$ cat src/rtl/core/b64u_pkg.sv
`timescale 1ns / 1ps
`default_nettype none
// ----------------------------------------------------------------------------
// b64u_pkg: shared types and functions of the base64url stream encoder
// Holds the job word handed from the front to the back and the symbol to
// character mapping of the URL-safe alphabet.
// ----------------------------------------------------------------------------
package b64u_pkg;

    // One classified input byte: one or two 6-bit symbols to be emitted.
    typedef struct packed {
        logic [5:0] sym0;
        logic [5:0] sym1;
        logic       two;
        logic       last;
    } t_job;

    // Character codes of the alphabet ranges and the two special symbols.
    localparam logic [6:0] CHAR_UPPER_A = 7'd65;
    localparam logic [6:0] LOWER_OFFSET = 7'd71;
    localparam logic [6:0] DIGIT_BACK   = 7'd4;
    localparam logic [6:0] CHAR_MINUS   = 7'd45;
    localparam logic [6:0] CHAR_UNDER   = 7'd95;

    // Map a 6-bit symbol to its URL-safe base64 character code.
    function automatic logic [6:0] sym_to_ascii(input logic [5:0] sym);
        logic [6:0] s7;
        logic [6:0] res;
        s7 = {1'b0, sym};
        if (sym < 6'd26) begin
            res = CHAR_UPPER_A + s7;
        end else if (sym < 6'd52) begin
            res = LOWER_OFFSET + s7;
        end else if (sym < 6'd62) begin
            res = s7 - DIGIT_BACK;
        end else if (sym == 6'd62) begin
            res = CHAR_MINUS;
        end else begin
            res = CHAR_UNDER;
        end
        return res;
    endfunction

endpackage
`default_nettype wire

$ cat src/rtl/core/b64u_front.sv
`timescale 1ns / 1ps
`default_nettype none
// ----------------------------------------------------------------------------
// b64u_front: byte classifier
// Tracks the position within the 3-byte group and the leftover bits, and
// turns each accepted byte into a job of one or two symbols.
// ----------------------------------------------------------------------------
module b64u_front (
    input  wire logic           i_clk,
    input  wire logic           i_rst_n,
    input  wire logic           i_accept,
    input  wire logic [7:0]     i_data_byte,
    input  wire logic           i_end_of_message,
    output b64u_pkg::t_job      o_job
);

    logic [1:0] r_pos;
    logic [1:0] n_pos;
    logic [3:0] r_left;
    logic [3:0] n_left;

    // Split the byte according to the group position.
    always_comb begin
        o_job  = '0;
        n_pos  = r_pos;
        n_left = r_left;
        case (r_pos)
            2'd1: begin
                o_job.sym0 = {r_left[1:0], i_data_byte[7:4]};
                o_job.sym1 = {i_data_byte[3:0], 2'b00};
                o_job.two  = i_end_of_message;
                o_job.last = i_end_of_message;
                n_left     = i_data_byte[3:0];
                n_pos      = 2'd2;
            end
            2'd2: begin
                o_job.sym0 = {r_left, i_data_byte[7:6]};
                o_job.sym1 = i_data_byte[5:0];
                o_job.two  = 1'b1;
                o_job.last = i_end_of_message;
                n_left     = 4'd0;
                n_pos      = 2'd0;
            end
            default: begin
                o_job.sym0 = i_data_byte[7:2];
                o_job.sym1 = {i_data_byte[1:0], 4'b0000};
                o_job.two  = i_end_of_message;
                o_job.last = i_end_of_message;
                n_left     = {2'b00, i_data_byte[1:0]};
                n_pos      = 2'd1;
            end
        endcase
        // The last byte of a message closes the group.
        if (i_end_of_message) begin
            n_pos  = 2'd0;
            n_left = 4'd0;
        end
    end

    // Group state advances on every accepted byte.
    always_ff @(posedge i_clk) begin
        if (!i_rst_n) begin
            r_pos  <= 2'd0;
            r_left <= 4'd0;
        end else if (i_accept) begin
            r_pos  <= n_pos;
            r_left <= n_left;
        end
    end

endmodule
`default_nettype wire

$ cat src/rtl/core/b64u_queue.sv
`timescale 1ns / 1ps
`default_nettype none
// ----------------------------------------------------------------------------
// b64u_queue: two-entry job queue
// Decouples the byte classifier from the character sequencer so that each
// side can stall on its own.
// ----------------------------------------------------------------------------
module b64u_queue (
    input  wire logic           i_clk,
    input  wire logic           i_rst_n,
    input  wire logic           i_wr,
    input  wire b64u_pkg::t_job i_job,
    input  wire logic           i_rd,
    output b64u_pkg::t_job      o_job,
    output logic                o_valid,
    output logic                o_full
);

    b64u_pkg::t_job r_mem [2];
    logic           r_wr_ptr;
    logic           r_rd_ptr;
    logic [1:0]     r_count;

    assign o_job   = r_mem[r_rd_ptr];
    assign o_valid = (r_count != 2'd0);
    assign o_full  = (r_count == 2'd2);

    // Storage is written at the write pointer only.
    always_ff @(posedge i_clk) begin
        if (i_wr) begin
            r_mem[r_wr_ptr] <= i_job;
        end
    end

    // Pointers and fill count.
    always_ff @(posedge i_clk) begin
        if (!i_rst_n) begin
            r_wr_ptr <= 1'b0;
            r_rd_ptr <= 1'b0;
            r_count  <= 2'd0;
        end else begin
            if (i_wr) begin
                r_wr_ptr <= ~r_wr_ptr;
            end
            if (i_rd) begin
                r_rd_ptr <= ~r_rd_ptr;
            end
            if (i_wr && !i_rd) begin
                r_count <= r_count + 2'd1;
            end else if (i_rd && !i_wr) begin
                r_count <= r_count - 2'd1;
            end
        end
    end

endmodule
`default_nettype wire

$ cat src/rtl/core/b64u_back.sv
`timescale 1ns / 1ps
`default_nettype none
// ----------------------------------------------------------------------------
// b64u_back: character sequencer
// Takes jobs from the queue and emits their symbols one word at a time as
// characters through an output register.
// ----------------------------------------------------------------------------
module b64u_back (
    input  wire logic           i_clk,
    input  wire logic           i_rst_n,
    input  wire b64u_pkg::t_job i_job,
    input  wire logic           i_job_valid,
    output logic                o_job_rd,
    input  wire logic           i_pop,
    output logic                o_empty,
    output logic [6:0]          o_ascii_char,
    output logic                o_final_char
);

    logic       r_valid;
    logic       r_second;
    logic       n_second;
    logic [6:0] r_char;
    logic       r_final;
    logic       load;
    logic       have;
    logic [5:0] sym;
    logic       fin;

    assign o_empty      = ~r_valid;
    assign o_ascii_char = r_char;
    assign o_final_char = r_final;

    // The output register takes a new word when it is free or being taken.
    assign load = ~r_valid | i_pop;
    assign have = i_job_valid;

    // Pick the first or the second symbol of the head job.
    always_comb begin
        n_second = r_second;
        o_job_rd = 1'b0;
        if (r_second) begin
            sym = i_job.sym1;
            fin = i_job.last;
        end else begin
            sym = i_job.sym0;
            fin = 1'b0;
        end
        if (load && have) begin
            if (r_second) begin
                n_second = 1'b0;
                o_job_rd = 1'b1;
            end else if (i_job.two) begin
                n_second = 1'b1;
            end else begin
                o_job_rd = 1'b1;
            end
        end
    end

    // Control state of the sequencer and the output register.
    always_ff @(posedge i_clk) begin
        if (!i_rst_n) begin
            r_valid  <= 1'b0;
            r_second <= 1'b0;
        end else begin
            r_second <= n_second;
            if (load) begin
                r_valid <= have;
            end
        end
    end

    // Output word payload.
    always_ff @(posedge i_clk) begin
        if (load && have) begin
            r_char  <= b64u_pkg::sym_to_ascii(sym);
            r_final <= fin;
        end
    end

endmodule
`default_nettype wire

$ cat src/rtl/core/base64url_stream_encoder_unit.sv
`timescale 1ns / 1ps
`default_nettype none
// ----------------------------------------------------------------------------
// base64url_stream_encoder_unit: streaming URL-safe base64 encoder
// Encodes raw bytes into characters of the URL-safe alphabet without
// padding; the last character of each message is flagged.
// ----------------------------------------------------------------------------
//  Channel   Direction  Handshake        Word
//  input     in         i_push / o_full  i_data_byte, i_end_of_message
//  result    out        o_empty / i_pop  o_ascii_char, o_final_char
//
//  A byte is classified in the cycle it is accepted and queued as a job.
//  The sequencer emits one character per cycle while the result side does not
//  stall, so a byte gives one or two characters on the result side; the
//  one-character result port sets the sustained byte rate in the worst case.
//  Synchronous active-low reset empties the queue and the output register.
//  Either side may stall; a two-entry job queue sits between them.
// ----------------------------------------------------------------------------
module base64url_stream_encoder_unit (
    input  wire logic       i_clk,
    input  wire logic       i_rst_n,
    input  wire logic       i_push,
    output logic            o_full,
    input  wire logic [7:0] i_data_byte,
    input  wire logic       i_end_of_message,
    input  wire logic       i_pop,
    output logic            o_empty,
    output logic [6:0]      o_ascii_char,
    output logic            o_final_char
);

    b64u_pkg::t_job front_job;
    b64u_pkg::t_job head_job;
    logic           accept;
    logic           head_valid;
    logic           head_rd;
    logic           q_full;

    assign o_full = q_full;
    assign accept = i_push & ~q_full;

    // Front: classify each accepted byte.
    b64u_front u_front (
        .i_clk            (i_clk),
        .i_rst_n          (i_rst_n),
        .i_accept         (accept),
        .i_data_byte      (i_data_byte),
        .i_end_of_message (i_end_of_message),
        .o_job            (front_job)
    );

    // Job queue between the two sides.
    b64u_queue u_queue (
        .i_clk   (i_clk),
        .i_rst_n (i_rst_n),
        .i_wr    (accept),
        .i_job   (front_job),
        .i_rd    (head_rd),
        .o_job   (head_job),
        .o_valid (head_valid),
        .o_full  (q_full)
    );

    // Back: emit characters.
    b64u_back u_back (
        .i_clk        (i_clk),
        .i_rst_n      (i_rst_n),
        .i_job        (head_job),
        .i_job_valid  (head_valid),
        .o_job_rd     (head_rd),
        .i_pop        (i_pop),
        .o_empty      (o_empty),
        .o_ascii_char (o_ascii_char),
        .o_final_char (o_final_char)
    );

endmodule
`default_nettype wire

$ cat config.mk
export PLATFORM = sky130hd
export DESIGN_NAME = base64url_stream_encoder_unit
export DESIGN_NICKNAME = d
export VERILOG_FILES = /design/src/rtl/core/b64u_pkg.sv /design/src/rtl/core/b64u_front.sv /design/src/rtl/core/b64u_queue.sv /design/src/rtl/core/b64u_back.sv /design/src/rtl/core/base64url_stream_encoder_unit.sv
export SDC_FILE = /design/constraint.sdc
export NUM_CORES = 1
export LEC_CHECK = 0
export BUFFER_PORTS_ARGS = -buffer_cell sky130_fd_sc_hd__buf_4
export CORE_AREA = 2 2 68 76
export CTS_CLUSTER_SIZE = 28
export DETAILED_ROUTE_END_ITERATION = 8
export DIE_AREA = 0 0 70 78
export PLACE_DENSITY_LB_ADDON = 0.1
export SYNTH_ARGS = -nofsm -noshare
export SYNTH_HDL_FRONTEND = slang
export SYNTH_SLANG_ARGS = --single-unit
export TNS_END_PERCENT = 20
$ cat constraint.sdc
create_clock -name i_clk -period 2.2 [get_ports i_clk]
set_input_delay 0.11 -clock i_clk [delete_from_list [all_inputs] [get_ports i_clk]]
set_output_delay 0.11 -clock i_clk [all_outputs]
set_load 0.01 [all_outputs]
==> flow_summary.toml <==
[synth]
yosysUniqueCellTypes = 46
yosysTopAreaCellShare_pct = 44.8
yosys_warnings = 0
yosys_register_bits = 49
avgSynthCellArea_sq_um = 12.0
synthArstFlopShare_pct = 0
yosys.area.top_type = "edfxtp_1"
ys_seq_area_share_pct = 55.6
synth_edf_count = 36
yosys.area_share.xor_xnor_pct = 1.45
synthCells = 201
synthesis.nets = 223
synth_top_family_by_area = "compound AO/OA/AOI/OAI gates"
synth_compound_area_share_pct = 13.9
yosys.area_share.simple_pct = 12.9
synth_area_leaders = "edfxtp_1 45%, dfxtp_1 11%, ha_1 4.7%"
synthAdderAreaFrac_pct = 4.67
muxShareOfSynthArea_pct = 7.16
synth.cell_area_sq_mm = 0.00241
ys.flop_type = "edfxtp_1"

[cells_and_area]
drive_gt1_share_pct = 33.2
area_growth_pct = 24.3
nets = 271
postLayoutCoreUtil_pct = 64.9
final_common_cell = "buf_4"
final_cell_mix = "50 x buf_4, 36 x edfxtp_1, 15 x nand2_1, 14 x a22oi_1, 12 x dfxtp_1"
num_antenna_cells = 0

[floorplanning]
fp.dieH_um = 78
core_area_sq_mm = 0.00462
io_pins = 23
chipWidth_um = 70
rows = 26
die_area_sq_mm = 0.00546
start_util_pct = 52.2

[clocking]
clk_pin_slew_ps = 90
clk_latency_ps = 290
cts_htree_levels = 2
cts_tree = "built"
cts_sinks = 49
hold_buffers = 0
clk_path_buf_depth = 2
clockRootBuffer = "clkbuf_8"
cts_buffers = 5

[detailed_routing]
drc = 0
routed_wl_um = 4910
dr.first_iter.drc_count = 75
dr.pass1.iters = 4
dr_total_vias = 1734
drt-wirelength-per-cell_um = 16.0
drtAntennaViolNets = 0
vias_per_cell = 5.67

[status]
violations = "setup timing"
status = "complete, but fails checks"

[setup_path]
reg2regPathDepth = 6
worstPathMaxFanout = 8
ff2ff_setup_slack_ps = -50
path_class = "register to register"
startpoint_type = "register"
crit_required_ps = 2300
arrival_ps = 2360
reg2reg_to = "u_back.o_ascii_char[5]"
cp-end-kind = "register"

[sta]
worst_slew_pin_slew_ps = 401
setup_ws_ps = -53.3
grt_setup_unrepaired = "true"
worst_clock_skew_ps = 6.34
setup_violations = 3
tns_ps = -74.3
holdWs_ps = 58.4
fmax_mhz = 444
max_slew_margin_pct = 72.9
hold_viol = 0
slew_violations = 0
fin_crit_sh_pct = 102
min_period_ps = 2250

[placed_design]
hpwl_um = 3700
io_buffers = 22
place_congestion = 0.858

[power_and_ir_drop]
peakVddDrop_mv = 0.631
p_per_area_mw_per_mm2 = 1340
finalPower_mw = 4.02
leakage_nw = 1.14

[grt]
grt_pass1_wl_um = 7690
grt_usage_pct = 18.4
grt_overflow = 0
antenna_found_initial = 0
grt_pass1_vias = 1698
grt_start_max_net_pins = 16

[hold_path]
hold_start = "i_end_of_message"
hold_end = "u_queue.r_mem[1][0]"
hp-class = "input pin to register"
hold_depth = 1

[flow_run]
cap_violations = 0
through the flow:
stage          area (sq um)  std cells  setup slack (ps)
2_1_floorplan          2430        201             -56.5
3_3_place_gp           2810        295              -102
3_5_place_dp           2810        295              -178
4_1_cts                2930        304              2.62
5_1_grt                3000        306             -93.2
6_report               3000        306             -53.3
final cells by class:
class | instances | area (sq um)
Multi-Input combinational cell | 130 | 1030
Clock buffer | 7 | 97.6
Fill cell | 362 | 1620
Clock inverter | 1 | 5.00
Tap cell | 56 | 70.1
Sequential cell | 49 | 1350
Timing Repair Buffer | 52 | 407
Inverter | 11 | 43.8
cells by family (layout without fill, tap and decap cells):
| logic type | Yosys count | count (layout) |
|---|---|---|
| compound gates | 49 | 49 |
| xor+xnor | 4 | 4 |
| fa+ha+maj | 9 | 9 |
| buf+inv | 22 | 71 |
| flops | 49 | 49 |
| mux | 9 | 9 |
| simple gates | 59 | 59 |
worst max-delay path, cell delays in order, from the launching register on:
cell and delay [ps]:
dfxtp_4 400, mux4_2 600, ha_4 200, a21o_1 190, or2_4 280, buf_4 150, a31oi_1 240
timing repair:
| action | CTS | global route |
|---|---|---|
| setup endpoints to repair | 8 | 7 |
| setup buffers | 1 | 2 |
| pin swaps | 0 | 3 |
| resized for setup | 6 | 11 |
registers in the layout (all words and copies together), names as in the netlist, 2 cells and up, named ones only:
name	flops
u_back.o_ascii_char	7
u_front.r_left	4
u_front.r_pos	2
u_queue.r_mem	28
u_queue.r_count	2
how the worst max path moves through the flow:
stage	slack [ps]	start	end
final	-50	register	u_back.o_ascii_char[5]
after global routing	-90	register	u_back.o_ascii_char[3]
after CTS	3	register	u_back.o_ascii_char[2]
after detailed placement	-180	register	u_back.o_ascii_char[2]
after global placement	-100	register	u_back.o_ascii_char[4]
after floorplan	-60	register	u_back.o_ascii_char[3]
per-layer routing:
metal / routed length, um / vias to the layer above / track usage [%]
met5: 0 / - / 0
met4: 176 / 0 / 9.81
met3: 159 / 12 / 3.77
met2: 2740 / 47 / 33.9
met1: 1830 / 836 / 19.4
li1: - / 839 / -
power by group:
part,switching [mW],leakage (nW),internal [mW]
Sequential,0.102,0.448,1.28
Combinational,1.04,0.640,1.04
Clock,0.276,0.0534,0.292
Total,1.42,1.14,2.61
cell usage after synthesis (2+ instances only):
cell	instances
a21oi_1	8
a22oi_1	14
and2_1	5
buf_6	3
clkbuf_1	8
dfxtp_1	13
edfxtp_1	36
ha_1	9
inv_1	11
mux2i_1	3
mux4_1	2
mux4_2	4
nand2_1	15
nand3_1	2
nor2_1	11
nor2b_1	9
nor3_1	4
nor3b_1	2
o21ai_0	12
or2_2	2
xnor2_1	3
Note: power is estimated with default switching activity, not from simulation.
